<file path="src/hw/rtl/zlcmd_pkg.sv">
// Shared types and constants of the zone line centroid mean distance block.
package zlcmd_pkg;

	// Field widths of the pixel and result items.
	localparam int PIX_W      = 8;
	localparam int MEAN_W     = 17;
	localparam int CNT_W      = 9;
	localparam int SUM_W      = 25;

	// Fraction bits of a distance and of the mean.
	localparam int FRAC_BITS  = 8;

	// Foreground pixel value.
	localparam logic [PIX_W-1:0] FG_VALUE = 8'd255;

	// Largest value of the saturating foreground count accumulator.
	localparam logic [CNT_W-1:0] CNT_MAX = '1;

	// Square of a distance: sum of two squared 8-bit differences.
	localparam int SQ_W       = 2 * PIX_W + 1;

	// Square root unit: radicand is the square scaled by 2^(2*FRAC_BITS).
	// The root width is rounded up to a whole number of cycles.
	localparam int ROOT_STEPS_PER_CYC = 3;
	localparam int ROOT_MIN_W = (SQ_W + 2 * FRAC_BITS + 1) / 2;
	localparam int ROOT_W     = ((ROOT_MIN_W + ROOT_STEPS_PER_CYC - 1) / ROOT_STEPS_PER_CYC)
		* ROOT_STEPS_PER_CYC;
	localparam int RAD_W      = 2 * ROOT_W;
	localparam int REM_W      = ROOT_W + 3;
	localparam int ROOT_CYC   = ROOT_W / ROOT_STEPS_PER_CYC;
	localparam int ROOT_CNT_W = (ROOT_CYC > 1) ? $clog2(ROOT_CYC) : 1;

	// Rounded distance width.
	localparam int DIST_W     = MEAN_W;

	// Divider: one quotient bit per cycle over the whole sum.
	localparam int DIV_STEPS  = SUM_W;
	localparam int DIV_CNT_W  = $clog2(DIV_STEPS);

	// Queue between the front and the back; depth must be a power of two.
	localparam int QUEUE_DEPTH = 4;
	localparam int QPTR_W      = $clog2(QUEUE_DEPTH);

	// Configuration port.
	localparam int CFG_IDX_W  = 1;
	localparam int CFG_DATA_W = PIX_W;
	localparam logic [CFG_IDX_W-1:0] REG_CENTROID_ROW = 1'd0;
	localparam logic [CFG_IDX_W-1:0] REG_CENTROID_COL = 1'd1;
	localparam logic [PIX_W-1:0] CENTROID_RESET = 8'd25;

	typedef logic [DIST_W-1:0] dist_t;
	typedef logic [CNT_W-1:0]  cnt_t;
	typedef logic [SUM_W-1:0]  sum_t;

	// One classified item handed from the front to the back.
	typedef struct packed {
		dist_t distance;
		logic  fg;
		logic  last;
	} item_t;

	// Write side of the queue.
	typedef struct packed {
		logic  valid;
		item_t item;
	} q_push_t;

	// Read side of the queue.
	typedef struct packed {
		logic  empty;
		item_t head;
	} q_head_t;

endpackage

</file>
<file path="src/hw/rtl/zlcmd_pixel_if.sv">
// Pixel channel: valid/ready handshake with one pixel item as payload.
interface zlcmd_pixel_if;
	logic valid;
	logic ready;
	logic [zlcmd_pkg::PIX_W-1:0] pixel_value;
	logic [zlcmd_pkg::PIX_W-1:0] pixel_row;
	logic [zlcmd_pkg::PIX_W-1:0] pixel_col;
	logic line_end;

	modport source (output valid, pixel_value, pixel_row, pixel_col, line_end, input ready);
	modport sink (input valid, pixel_value, pixel_row, pixel_col, line_end, output ready);
endinterface

</file>
<file path="src/hw/rtl/zlcmd_result_if.sv">
// Result channel: valid/ready handshake with one line result as payload.
interface zlcmd_result_if;
	logic valid;
	logic ready;
	logic [zlcmd_pkg::MEAN_W-1:0] mean_distance;
	logic [zlcmd_pkg::CNT_W-1:0]  foreground_count;

	modport source (output valid, mean_distance, foreground_count, input ready);
	modport sink (input valid, mean_distance, foreground_count, output ready);
endinterface

</file>
<file path="src/hw/rtl/zone_line_centroid_mean_distance_core.sv">
// Top level of the zone line centroid mean distance block.
//
// Pixels of one zone line enter on the pixel channel, each with its row,
// column and a line_end mark on the last pixel of the line. One result per
// line leaves on the result channel: the truncated mean distance of the
// foreground pixels to the centroid (unsigned Q9.8, 0 for an empty line)
// and their count. The user must set the centroid through the write port
// only while idle; the block itself does not enforce it. A foreground
// pixel holds the front while it squares the differences, runs the square
// root unit at 3 digits a cycle, and rounds and queues the root. A
// background pixel is queued only at a line end, and holds the front
// until its item is queued. The back drains the 4-entry queue at one item
// a cycle while it accumulates; at a line end its one-bit-per-cycle
// divider runs over the whole sum, then the output register is loaded.
// The front keeps taking pixels while the back divides, until the queue
// fills. A stalled result waits in the output register; the back holds when
// its next result is due; the front fills the queue, then takes no pixels.
// Reset clears the accumulators, the queue and the output valid and sets
// both centroid coordinates to 25.
module zone_line_centroid_mean_distance_core (
	input  logic                              clk,
	input  logic                              arst_n,
	zlcmd_pixel_if.sink                       pixel,
	zlcmd_result_if.source                    result,
	input  logic                              cfg_we,
	input  logic [zlcmd_pkg::CFG_IDX_W-1:0]   cfg_index,
	input  logic [zlcmd_pkg::CFG_DATA_W-1:0]  cfg_data
);

	zlcmd_pkg::q_push_t q_push;
	zlcmd_pkg::q_head_t q_head;
	logic               q_full;
	logic               pop;

	// Pixel intake, classification and distance.
	zlcmd_front u_front (
		.clk       (clk),
		.arst_n    (arst_n),
		.pixel     (pixel),
		.cfg_we    (cfg_we),
		.cfg_index (cfg_index),
		.cfg_data  (cfg_data),
		.q_full    (q_full),
		.q_push    (q_push)
	);

	// Decoupling queue.
	zlcmd_queue u_queue (
		.clk    (clk),
		.arst_n (arst_n),
		.q_push (q_push),
		.q_full (q_full),
		.pop    (pop),
		.q_head (q_head)
	);

	// Accumulation, division and result register.
	zlcmd_back u_back (
		.clk    (clk),
		.arst_n (arst_n),
		.q_head (q_head),
		.pop    (pop),
		.result (result)
	);

endmodule

</file>
<file path="src/hw/rtl/zlcmd_front.sv">
// Front end: accepts pixels, holds the centroid and computes the rounded distance.
module zlcmd_front (
	input  logic                               clk,
	input  logic                               arst_n,
	zlcmd_pixel_if.sink                        pixel,
	input  logic                               cfg_we,
	input  logic [zlcmd_pkg::CFG_IDX_W-1:0]    cfg_index,
	input  logic [zlcmd_pkg::CFG_DATA_W-1:0]   cfg_data,
	input  logic                               q_full,
	output zlcmd_pkg::q_push_t                 q_push
);

	typedef logic [zlcmd_pkg::REM_W-1:0]      rem_t;
	typedef logic [zlcmd_pkg::ROOT_W-1:0]     root_t;
	typedef logic [zlcmd_pkg::RAD_W-1:0]      rad_t;
	typedef logic [zlcmd_pkg::SQ_W-1:0]       sq_t;
	typedef logic [zlcmd_pkg::ROOT_CNT_W-1:0] rcnt_t;
	typedef logic [zlcmd_pkg::PIX_W-1:0]      pix_t;

	typedef enum logic [2:0] {
		F_IDLE = 3'b001,
		F_ROOT = 3'b010,
		F_PUSH = 3'b100
	} state_t;

	typedef struct packed {
		rem_t  rem;
		root_t root;
		rad_t  rad;
	} sqrt_st_t;

	// One digit of the digit-by-digit square root.
	function automatic sqrt_st_t sqrt_step(input sqrt_st_t s);
		sqrt_st_t n;
		rem_t     shifted;
		rem_t     trial;
		shifted = {s.rem[zlcmd_pkg::REM_W-3:0], s.rad[zlcmd_pkg::RAD_W-1 -: 2]};
		trial   = rem_t'({s.root, 2'b01});
		n.rad   = s.rad << 2;
		if (shifted >= trial) begin
			n.rem  = shifted - trial;
			n.root = {s.root[zlcmd_pkg::ROOT_W-2:0], 1'b1};
		end else begin
			n.rem  = shifted;
			n.root = {s.root[zlcmd_pkg::ROOT_W-2:0], 1'b0};
		end
		return n;
	endfunction

	state_t   state_q;
	rcnt_t    step_q;
	pix_t     crow_q;
	pix_t     ccol_q;
	sqrt_st_t sqrt_q;
	logic     fg_q;
	logic     last_q;

	logic     accept;
	logic     fg;
	pix_t     dr;
	pix_t     dc;
	sq_t      sq;
	sqrt_st_t sqrt_next;
	root_t    root_rnd;

	assign pixel.ready = (state_q == F_IDLE);
	assign accept      = pixel.valid && pixel.ready;
	assign fg          = (pixel.pixel_value == zlcmd_pkg::FG_VALUE);

	// Absolute coordinate differences and the squared distance.
	always_comb begin
		dr = (pixel.pixel_row >= crow_q) ? pixel.pixel_row - crow_q : crow_q - pixel.pixel_row;
		dc = (pixel.pixel_col >= ccol_q) ? pixel.pixel_col - ccol_q : ccol_q - pixel.pixel_col;
		sq = sq_t'(dr) * sq_t'(dr) + sq_t'(dc) * sq_t'(dc);
	end

	// Several root digits per cycle.
	always_comb begin
		sqrt_next = sqrt_q;
		for (int i = 0; i < zlcmd_pkg::ROOT_STEPS_PER_CYC; i++) begin
			sqrt_next = sqrt_step(sqrt_next);
		end
	end

	// Round to nearest: the remainder exceeds the root when the true root is past the half.
	always_comb begin
		if (sqrt_q.rem > rem_t'(sqrt_q.root)) begin
			root_rnd = sqrt_q.root + root_t'(1);
		end else begin
			root_rnd = sqrt_q.root;
		end
	end

	assign q_push.valid         = (state_q == F_PUSH) && !q_full;
	assign q_push.item.distance = zlcmd_pkg::dist_t'(root_rnd);
	assign q_push.item.fg       = fg_q;
	assign q_push.item.last     = last_q;

	// Control state and configuration registers.
	always_ff @(posedge clk or negedge arst_n) begin
		if (!arst_n) begin
			state_q <= F_IDLE;
			step_q  <= '0;
			crow_q  <= zlcmd_pkg::CENTROID_RESET;
			ccol_q  <= zlcmd_pkg::CENTROID_RESET;
		end else begin
			if (cfg_we) begin
				unique case (cfg_index)
					zlcmd_pkg::REG_CENTROID_ROW: crow_q <= cfg_data;
					zlcmd_pkg::REG_CENTROID_COL: ccol_q <= cfg_data;
					default: ;
				endcase
			end
			unique case (state_q)
				F_IDLE: begin
					if (accept) begin
						step_q <= '0;
						if (fg) begin
							state_q <= F_ROOT;
						end else if (pixel.line_end) begin
							state_q <= F_PUSH;
						end
					end
				end
				F_ROOT: begin
					step_q <= step_q + rcnt_t'(1);
					if (step_q == rcnt_t'(zlcmd_pkg::ROOT_CYC - 1)) begin
						state_q <= F_PUSH;
					end
				end
				F_PUSH: begin
					if (!q_full) begin
						state_q <= F_IDLE;
					end
				end
				default: state_q <= F_IDLE;
			endcase
		end
	end

	// Root datapath; a background pixel leaves a zero root.
	always_ff @(posedge clk) begin
		if (accept) begin
			fg_q        <= fg;
			last_q      <= pixel.line_end;
			sqrt_q.rem  <= '0;
			sqrt_q.root <= '0;
			sqrt_q.rad  <= fg ? (rad_t'(sq) << (2 * zlcmd_pkg::FRAC_BITS)) : '0;
		end else if (state_q == F_ROOT) begin
			sqrt_q <= sqrt_next;
		end
	end

`ifndef ASSERT_OFF
	a_push_leaves: assert property (@(posedge clk) disable iff (!arst_n)
		(state_q == F_PUSH) && !q_full |=> (state_q == F_IDLE))
		else $error("front did not return to idle after its item was queued");
`endif

endmodule

</file>
<file path="src/hw/rtl/zlcmd_queue.sv">
// Short queue of classified items between the front and the back.
module zlcmd_queue (
	input  logic                clk,
	input  logic                arst_n,
	input  zlcmd_pkg::q_push_t  q_push,
	output logic                q_full,
	input  logic                pop,
	output zlcmd_pkg::q_head_t  q_head
);

	typedef logic [zlcmd_pkg::QPTR_W-1:0] ptr_t;
	typedef logic [zlcmd_pkg::QPTR_W:0]   qcnt_t;

	zlcmd_pkg::item_t entry_q [zlcmd_pkg::QUEUE_DEPTH];
	ptr_t             wr_q;
	ptr_t             rd_q;
	qcnt_t            count_q;

	assign q_full       = (count_q == qcnt_t'(zlcmd_pkg::QUEUE_DEPTH));
	assign q_head.empty = (count_q == '0);
	assign q_head.head  = entry_q[rd_q];

	// Pointers wrap on their own since the depth is a power of two.
	always_ff @(posedge clk or negedge arst_n) begin
		if (!arst_n) begin
			wr_q    <= '0;
			rd_q    <= '0;
			count_q <= '0;
		end else begin
			if (q_push.valid) begin
				wr_q <= wr_q + ptr_t'(1);
			end
			if (pop) begin
				rd_q <= rd_q + ptr_t'(1);
			end
			if (q_push.valid && !pop) begin
				count_q <= count_q + qcnt_t'(1);
			end else if (pop && !q_push.valid) begin
				count_q <= count_q - qcnt_t'(1);
			end
		end
	end

	// Entry storage.
	always_ff @(posedge clk) begin
		if (q_push.valid) begin
			entry_q[wr_q] <= q_push.item;
		end
	end

`ifndef ASSERT_OFF
	a_no_overflow: assert property (@(posedge clk) disable iff (!arst_n)
		q_push.valid |-> !q_full)
		else $error("item pushed into a full queue");
	a_no_underflow: assert property (@(posedge clk) disable iff (!arst_n)
		pop |-> !q_head.empty)
		else $error("item popped from an empty queue");
`endif

endmodule

</file>
<file path="src/hw/rtl/zlcmd_back.sv">
// Back end: accumulates distances per line, divides at the line end, holds the result.
module zlcmd_back (
	input  logic               clk,
	input  logic               arst_n,
	input  zlcmd_pkg::q_head_t q_head,
	output logic               pop,
	zlcmd_result_if.source     result
);

	typedef logic [zlcmd_pkg::SUM_W:0]       sum_ext_t;
	typedef logic [zlcmd_pkg::CNT_W:0]       trial_t;
	typedef logic [zlcmd_pkg::DIV_CNT_W-1:0] dcnt_t;
	typedef logic [zlcmd_pkg::MEAN_W-1:0]    mean_t;

	typedef enum logic [2:0] {
		B_ACC = 3'b001,
		B_DIV = 3'b010,
		B_OUT = 3'b100
	} state_t;

	state_t          state_q;
	zlcmd_pkg::sum_t sum_q;
	zlcmd_pkg::cnt_t cnt_q;
	zlcmd_pkg::sum_t quo_q;
	zlcmd_pkg::cnt_t dvsr_q;
	zlcmd_pkg::cnt_t drem_q;
	dcnt_t           step_q;
	logic            res_valid_q;
	mean_t           mean_q;
	zlcmd_pkg::cnt_t fgcnt_q;

	sum_ext_t        sum_add;
	zlcmd_pkg::sum_t sum_new;
	zlcmd_pkg::cnt_t cnt_new;
	trial_t          trial;
	logic            quo_bit;
	logic            load;
	mean_t           mean_sat;

	assign pop = (state_q == B_ACC) && !q_head.empty;

	// Saturating accumulation of the popped item.
	always_comb begin
		sum_add = sum_ext_t'(sum_q) + sum_ext_t'(q_head.head.distance);
		sum_new = sum_add[zlcmd_pkg::SUM_W] ? '1 : sum_add[zlcmd_pkg::SUM_W-1:0];
		if (q_head.head.fg && (cnt_q != zlcmd_pkg::CNT_MAX)) begin
			cnt_new = cnt_q + zlcmd_pkg::cnt_t'(1);
		end else begin
			cnt_new = cnt_q;
		end
	end

	// One restoring division step.
	always_comb begin
		trial   = {drem_q, quo_q[zlcmd_pkg::SUM_W-1]};
		quo_bit = (trial >= trial_t'(dvsr_q));
	end

	// Empty line gives zero; a quotient beyond the field saturates.
	always_comb begin
		if (dvsr_q == '0) begin
			mean_sat = '0;
		end else if (|quo_q[zlcmd_pkg::SUM_W-1:zlcmd_pkg::MEAN_W]) begin
			mean_sat = '1;
		end else begin
			mean_sat = quo_q[zlcmd_pkg::MEAN_W-1:0];
		end
	end

	assign load = (state_q == B_OUT) && (!res_valid_q || result.ready);

	assign result.valid            = res_valid_q;
	assign result.mean_distance    = mean_q;
	assign result.foreground_count = fgcnt_q;

	// Sequencer, accumulators and output valid.
	always_ff @(posedge clk or negedge arst_n) begin
		if (!arst_n) begin
			state_q     <= B_ACC;
			sum_q       <= '0;
			cnt_q       <= '0;
			step_q      <= '0;
			res_valid_q <= 1'b0;
		end else begin
			unique case (state_q)
				B_ACC: begin
					if (pop) begin
						if (q_head.head.last) begin
							sum_q   <= '0;
							cnt_q   <= '0;
							step_q  <= '0;
							state_q <= B_DIV;
						end else begin
							sum_q <= sum_new;
							cnt_q <= cnt_new;
						end
					end
				end
				B_DIV: begin
					step_q <= step_q + dcnt_t'(1);
					if (step_q == dcnt_t'(zlcmd_pkg::DIV_STEPS - 1)) begin
						state_q <= B_OUT;
					end
				end
				B_OUT: begin
					if (load) begin
						state_q <= B_ACC;
					end
				end
				default: state_q <= B_ACC;
			endcase
			if (load) begin
				res_valid_q <= 1'b1;
			end else if (result.ready) begin
				res_valid_q <= 1'b0;
			end
		end
	end

	// Divider and result datapath.
	always_ff @(posedge clk) begin
		if (pop && q_head.head.last) begin
			quo_q  <= sum_new;
			dvsr_q <= cnt_new;
			drem_q <= '0;
		end else if (state_q == B_DIV) begin
			quo_q <= {quo_q[zlcmd_pkg::SUM_W-2:0], quo_bit};
			if (quo_bit) begin
				drem_q <= zlcmd_pkg::cnt_t'(trial - trial_t'(dvsr_q));
			end else begin
				drem_q <= zlcmd_pkg::cnt_t'(trial);
			end
		end
		if (load) begin
			mean_q  <= mean_sat;
			fgcnt_q <= dvsr_q;
		end
	end

`ifndef ASSERT_OFF
	a_div_range: assert property (@(posedge clk) disable iff (!arst_n)
		(state_q == B_DIV) |-> (step_q < dcnt_t'(zlcmd_pkg::DIV_STEPS)))
		else $error("divider step counter ran past the last quotient bit");
	a_mean_needs_count: assert property (@(posedge clk) disable iff (!arst_n)
		res_valid_q && (mean_q != '0) |-> (fgcnt_q != '0))
		else $error("nonzero mean reported for a line without foreground pixels");
`endif

endmodule
</file>
<file path="src/flat_wrapper.sv">
// flat-port wrapper written by rule: the top's interface ports become plain ports
module zone_line_centroid_mean_distance_core_flat 
  (clk, arst_n, cfg_we, cfg_index, cfg_data, pixel_valid, pixel_pixel_value, pixel_pixel_row, pixel_pixel_col, pixel_line_end, pixel_ready, result_valid, result_mean_distance, result_foreground_count, result_ready);
  zlcmd_pixel_if pixel_i ();
  zlcmd_result_if result_i ();
  input  logic clk;
  input  logic arst_n;
  input  logic cfg_we;
  input  logic [zlcmd_pkg::CFG_IDX_W-1:0] cfg_index;
  input  logic [zlcmd_pkg::CFG_DATA_W-1:0] cfg_data;
  input wire logic [$bits(pixel_i.valid)-1:0] pixel_valid;
  input wire logic [$bits(pixel_i.pixel_value)-1:0] pixel_pixel_value;
  input wire logic [$bits(pixel_i.pixel_row)-1:0] pixel_pixel_row;
  input wire logic [$bits(pixel_i.pixel_col)-1:0] pixel_pixel_col;
  input wire logic [$bits(pixel_i.line_end)-1:0] pixel_line_end;
  output wire logic [$bits(pixel_i.ready)-1:0] pixel_ready;
  output wire logic [$bits(result_i.valid)-1:0] result_valid;
  output wire logic [$bits(result_i.mean_distance)-1:0] result_mean_distance;
  output wire logic [$bits(result_i.foreground_count)-1:0] result_foreground_count;
  input wire logic [$bits(result_i.ready)-1:0] result_ready;
  assign pixel_i.valid = pixel_valid;
  assign pixel_i.pixel_value = pixel_pixel_value;
  assign pixel_i.pixel_row = pixel_pixel_row;
  assign pixel_i.pixel_col = pixel_pixel_col;
  assign pixel_i.line_end = pixel_line_end;
  assign pixel_ready = pixel_i.ready;
  assign result_valid = result_i.valid;
  assign result_mean_distance = result_i.mean_distance;
  assign result_foreground_count = result_i.foreground_count;
  assign result_i.ready = result_ready;
  zone_line_centroid_mean_distance_core u_core (.clk(clk), .arst_n(arst_n), .pixel(pixel_i), .result(result_i), .cfg_we(cfg_we), .cfg_index(cfg_index), .cfg_data(cfg_data));
endmodule
</file>
<file path="config.mk">
export PLATFORM = sky130hd
export DESIGN_NAME = zone_line_centroid_mean_distance_core_flat
export DESIGN_NICKNAME = d
export VERILOG_FILES = /design/src/hw/rtl/zlcmd_pkg.sv /design/src/hw/rtl/zlcmd_pixel_if.sv /design/src/hw/rtl/zlcmd_result_if.sv /design/src/hw/rtl/zone_line_centroid_mean_distance_core.sv /design/src/hw/rtl/zlcmd_front.sv /design/src/hw/rtl/zlcmd_queue.sv /design/src/hw/rtl/zlcmd_back.sv /design/src/flat_wrapper.sv
export SDC_FILE = /design/constraint.sdc
export NUM_CORES = 1
export LEC_CHECK = 0
export BUFFER_PORTS_ARGS = -buffer_cell sky130_fd_sc_hd__buf_2
export CAP_MARGIN = 10
export CORE_MARGIN = 2
export CORE_UTILIZATION = 25
export DETAILED_ROUTE_END_ITERATION = 8
export PLACE_DENSITY = 0.36
export SLEW_MARGIN = 10
export SYNTH_ARGS = -nofsm -noshare
export SYNTH_HDL_FRONTEND = slang
export SYNTH_SLANG_ARGS = --single-unit
</file>
<file path="constraint.sdc">
create_clock -name clk -period 14.4 [get_ports clk]
set_input_delay 2.88 -clock clk [delete_from_list [all_inputs] [get_ports clk]]
set_output_delay 2.88 -clock clk [all_outputs]
set_load 0.02 [all_outputs]
</file>
# Yosys cells after proc, flatten, opt, wreduce, memory -nomap -nowiden

Memory sizes are Yosys's and may differ from the RTL's.
Index checks and enable logic that the tools add are counted.

Equality and inequality tests: 19
Bitwise gates (word level): 1
Multiply operators: 2
Reduce and logical (&&, ||, !) cells: 30
Mux-type cells: 39
Add/sub/neg operators: 18
$lt $le $gt $ge: 7

Operator list:

| cell                  | number |
|---|---|
| $mux 25               | 4 |
| $mux 37               | 2 |
| $mux 36               | 2 |
| $ge 21x20->1          | 3 |
| $mux 39               | 1 |
| $sub 19x19->19        | 2 |
| $mux 3                | 12 |
| $mux 17               | 2 |
| $mux 33               | 1 |
| $mul 8x8->16          | 2 |
| $sub 8x8->8           | 4 |
| $mux 9                | 3 |
| $add 25x17->26        | 1 |
| $gt 21x18->1          | 1 |
| $sub 21x20->21        | 1 |
| $pmux 3 s3            | 2 |
| $add 16x16->17        | 1 |
| $add 17x1->17 const B | 1 |
| $ge 8x8->1            | 2 |
| $mux 8                | 2 |
| $eq 3x3->1 const B    | 4 |
| $ne 2x2->1 const B    | 6 |
| $reduce_bool 2->1     | 6 |
| $ge 10x9->1           | 1 |
| 27 further kinds      | 50 |

Logic and storage cells: 139
Output and inout bits: 28
Bits in registers: 218
RAM bits: 76
Bits of input ports: 39
Memories: 1

Memories:

| memory                 | words | width | rd ports | clocked after Yosys merged registers in | write ports | line              | RTL |
|---|---|---|---|---|---|---|---|
| u_core.u_queue.entry_q | 4     | 19    | 1        | 0                                       | 1           | zlcmd_queue.sv:14 | `zlcmd_pkg::item_t entry_q [zlcmd_pkg::QUEUE_DEPTH];` |

# Logic depth before layout (Yosys ltp)

Word-level depth: 7
Gate-level depth with buffers: 41
Gate-level depth less buffers: 37

# Modules after synthesis

From an unflattened synthesis, not the netlist that was laid out.

Cells, all modules: 2143
Area, all modules: 21125.3 µm²

Modules (own cells, without submodules):

| module      | instances | area an instance (µm²) | cells each | sequential area each (µm²) |
|---|---|---|---|---|
| zlcmd_front | 1         | 11787.6                | 1408       | 2000.7 |
| zlcmd_back  | 1         | 6200.9                 | 602        | 3059.2 |
| zlcmd_queue | 1         | 3136.8                 | 133        | 2457.4 |

# Worst setup path before layout

No wires, ideal clock.

Kind: input-to-reg
From: input pixel_pixel_col[0]
To: register u_core.u_front.sqrt_q[32] (netlist name), data pin
Path slack: 3.561 ns
Setup time: 0.265 ns
Data required time: 14.135 ns
Arrival time: 10.574 ns
Stages: 38
Cell sequence: inv_1 ha_1 inv_1 fa_1 a21oi_1 o211ai_1 a21oi_1 o21ai_0 a21o_1 a21oi_1 buf_1 mux2_2 a21o_1 o21bai_1 xnor2_1 clkbuf_1 and2_1 ha_1 [2 not listed] fa_1 inv_1 fa_1 fa_1 inv_1 fa_1 inv_1 ha_1 a21o_1 a21oi_1 nor2b_1 o21a_1 nor3_1 o21ai_0 o211ai_1 o21ai_0 xnor2_1 o31ai_1

Word-level cells in the longest chain between the ends: 6
Elaborated cells on any way between the ends: 8
Those cells by class: add/sub: 3; mul: 1; order compare: 1; mux: 3

RTL lines:

| what                                      | line               | RTL |
|---|---|---|
| from (decl)                               | flat_wrapper.sv:14 | `input wire logic [$bits(pixel_i.pixel_col)-1:0] pixel_pixel_col;` |
| $sub 8x8->8 or $ge 8x8->1 (tied branches) | zlcmd_front.sv:73  | `dc = (pixel.pixel_col >= ccol_q) ? pixel.pixel_col - ccol_q : ccol_q - pixel.pixel_col;` |
| $mux 8 *                                  | zlcmd_front.sv:73  |  |
| $mul 8x8->16 *                            | zlcmd_front.sv:74  | `sq = sq_t'(dr) * sq_t'(dr) + sq_t'(dc) * sq_t'(dc);` |
| $add 16x16->17 *                          | zlcmd_front.sv:74  |  |
| $mux 33 *                                 | zlcmd_front.sv:148 | `sqrt_q.rad <= fg ? (rad_t'(sq) << (2 * zlcmd_pkg::FRAC_BITS)) : '0;` |
| $mux 36 *                                 | zlcmd_front.sv:143 | `if (accept) begin` |
| to (signal assigned)                      | zlcmd_front.sv:150 | `sqrt_q <= sqrt_next;` |
| to (decl)                                 | zlcmd_front.sv:54  | `sqrt_st_t sqrt_q;` |

Mark *: on every way between the ends. The rest lies on a longest branch, timed or not.
A chain may end at the register's enable or synchronous reset.

# Worst setup path in the final report

Same ends and word-level chain as after synthesis.

==> results.yml <==
layout:
  antenna_cells: 0
  drive_gt1_frac: 0.09879
  syn_to_final_growth_pct: 12.96
  final_nets: 2507
worst_setup_path:
  worstSetupStartpointType: "primary input"
  required_ps: 14660
  crit_fanout: 11
  path_class: "primary input to flop"
  crit_arrival_ps: 11810
  worst_path_largest_cell_delay_ps: 760
  cp-end-kind: "flop"
  slowest_stage: "a21oi_1"
timing:
  hold_ws_ps: 457.1
  maxSlewViolCount: 0
  period_share: 0.8022
  relSlewSlack: 0.2436
  skew_ps: 16.52
  rsz0062_at_grt: "false"
  fin_crit_ps: 11550
  hold_violations: 0
  max_freq_mhz: 86.57
  setup_viol: 0
  tightest_slew_ps: 1130
  fin_setup_tns_ps: 0
detailed_routing:
  wirelength_um: 56310
  drt_iter0_drc: 734
  viasPerCell: 4.695
  first_pass_iters: 4
  ant_nets: 0
  drcViolationCount: 0
  num_vias: 15480
  wl_per_cell_um: 17.08
die:
  coreArea_um2: 82110
  row_count: 105
  start_util: 0.2526
  ioPinCount: 67
  die_width_um: 292.1
  design.die.area_um2: 85300
  die-height_um: 292.1
global_route:
  grt_pass1_vias: 16250
  antenna_found_initial: 1
  grt_overflow: 0
  grt_usage: 0.1343
  grt_max_degree: 59
  grt_pass1_wl_um: 90870
synth:
  async_reset_ff_frac: 0.2590
  synth_compound_area_frac: 0.1597
  muxShareOfSynthArea: 0.04427
  synth_top_family_by_area: "adder cells"
  synth-xor-area-share: 0.05573
  synthCells: 2140
  ys_ff_latch: 278
  yosys_most_used_dff: "edfxtp_1"
  yosysSeqAreaShare: 0.3624
  syn_nets: 2447
  synth_warnings: 0
  synthAdderAreaFrac: 0.1917
  synth-edff-count: 158
  synth_cell_type_count: 86
  avgSynthCellArea_um2: 9.693
  synth-simple-area-share: 0.1297
  netlist_area_um2: 20740
flow_run:
  drv_cap: 0
outcome:
  status: "complete, no violations"
place:
  gp_congestion: 0.8456
  dp_hpwl_um: 43450
  port_buffers: 66
clocking:
  hold_buffers: 0
  cts-resized-gates: 0
  cts_setup_buffers: 0
  cts.clk_slew.worst_paths_ps: 60
  htreeDepth: 2
  cts-root-buf: "clkbuf_16"
  worstSkewPairLatency_ps: 550
  numCtsBuffers: 36
  cts_tree: "built"
  clock_path_buffers: 3
  cts_sinks: 278
hold_path:
  hp-class: "flop to flop"
==> placed cells by master (no fill, tap or decap), types with 26 or more instances in the layout <==
cell and n:
a31oi_1 34, a21oi_1 140, dfrtp_1 64, xor2_1 41, o21ai_0 151, dfxtp_1 48, nand2_1 175, xnor2_1 91
a21o_1 60, buf_2 65, nand2b_1 29, nand3_1 59, ha_1 185, inv_1 234, edfxtp_1 158, clkbuf_16 37
nor2_1 147, fa_1 83, nor3_1 26
==> cell usage after synthesis, drive strengths merged, types with 6 or more instances <==
master	instances	area [um2]
a211oi	9	72.57
mux4	19	427.9
dfstp	8	210.2
ha	185	2315
o211ai	6	50.05
xor2	41	359.1
inv	235	882.1
nand3	61	310.3
fa	83	1662
a311oi	6	52.55
a21oi	143	726.9
xnor2	91	797.0
edfxtp	158	4745
clkbuf	48	181.4
dfrtp	64	1602
a31oi	35	234.0
mux2i	22	220.2
o21ai	167	850.8
o21a	23	172.7
o21bai	18	135.1
nor2	149	559.3
or3	9	56.30
a22o	7	61.31
a21o	60	450.4
nand2b	30	195.2
nand2	178	678.2
mux2	24	270.3
dfxtp	48	960.9
o31ai	14	132.6
and3	16	100.1
nor2b	18	112.6
nor4	11	68.82
nor3	26	130.1
and2	22	140.1
nand4	24	150.1
buf	17	107.6
==> routing by layer <==
layer / wire [um] / share of wire / track usage
met1: 27400 / 0.49 / 0.1835
met3: 2178 / 0.039 / 0.02078
met4: 1320 / 0.023 / 0.03659
met5: 10 / 0.00018 / 0
met2: 25410 / 0.45 / 0.2198
==> final timing paths <==
path	start	endpoint	slack, ps	depth (start not counted)
setup / recovery	pixel_pixel_col[0]	u_core.u_front.sqrt_q[32]$_DFFE_PP_	2850	37
hold / removal	u_core.u_back.dvsr_q[8]$_DFFE_PP_	u_core.u_back.result.foreground_count[8]$_DFFE_PP_	460	0
setup reg to reg	u_core.u_front.ccol_q[0]$_DFFE_PN1P_	u_core.u_front.sqrt_q[32]$_DFFE_PP_	4740	35
hold reg to reg	u_core.u_back.dvsr_q[8]$_DFFE_PP_	u_core.u_back.result.foreground_count[8]$_DFFE_PP_	460	0
max in group asynchronous	arst_n	u_core.u_back.sum_q[14]$_DFFE_PN0P_	11070	2
min in group asynchronous	arst_n	u_core.u_front.crow_q[5]$_DFFE_PN0P_	2210	1
==> worst max-delay path, delay by kind of cell <==
family | cells | cell delay [ps]
adder cells (fa/ha/maj) | 9 | 3700
AND/OR/NAND/NOR | 3 | 550
AO/OA/AOI/OAI | 15 | 2950
XOR/XNOR | 2 | 920
multiplexers | 1 | 410
buffers and inverters | 7 | 390
==> logic make-up (layout without fill, tap and decap cells) <==
group                    after synthesis  after routing
AO/OA/AOI/OAI                        529            529
adder cells (fa/ha/maj)              268            268
AND/OR/NAND/NOR                      568            568
flip-flops                           278            278
multiplexers                          65             65
XOR/XNOR                             132            132
buffers and inverters                300            387
==> sequential cells by signal, indices dropped and copies added (netlist names), 2 cells and up <==
name                                   count
u_core.u_queue.count_q                     3
u_core.u_back.sum_q                       25
u_core.u_queue.wr_q                        2
u_core.u_front.sqrt_q                     45
u_core.u_back.cnt_q                        9
u_core.u_front.crow_q                      8
u_core.u_back.step_q                       5
u_core.u_back.drem_q                       9
u_core.u_front.state_q                     3
u_core.u_queue.entry_q                    76
u_core.u_back.quo_q                       25
u_core.u_back.result.mean_distance        17
u_core.u_back.dvsr_q                       9
u_core.u_front.ccol_q                      8
u_core.u_queue.rd_q                        2
u_core.u_front.sqrt_next                  14
u_core.u_back.result.foreground_count      9
u_core.u_front.step_q                      3
u_core.u_back.state_q                      3
==> layout make-up <==
type                    count  area, um2
fillers                  8718      58680
multi-input cells        1562      12070
flip-flops and latches    278       7517
well taps                1070       1339
clock buffers              54       1020
inverters                 235      882.1
repair buffers             87      490.5
clock inverters            11      108.9
==> stage by stage <==
stage            util  std cells  worst slack [ps]  instance area, um2
2_1_floorplan       -       2140              3561               20740
3_3_place_gp   0.2716       3232              2330               22300
3_5_place_dp   0.2716       3232              2277               22300
4_1_cts        0.2854       3297              2840               23430
5_1_grt        0.2854       3297              2138               23430
6_report       0.2854       3297              2849               23430
Power is not shown: default switching activity piles up to over one toggle a cycle in this logic, so the estimate is an artifact.
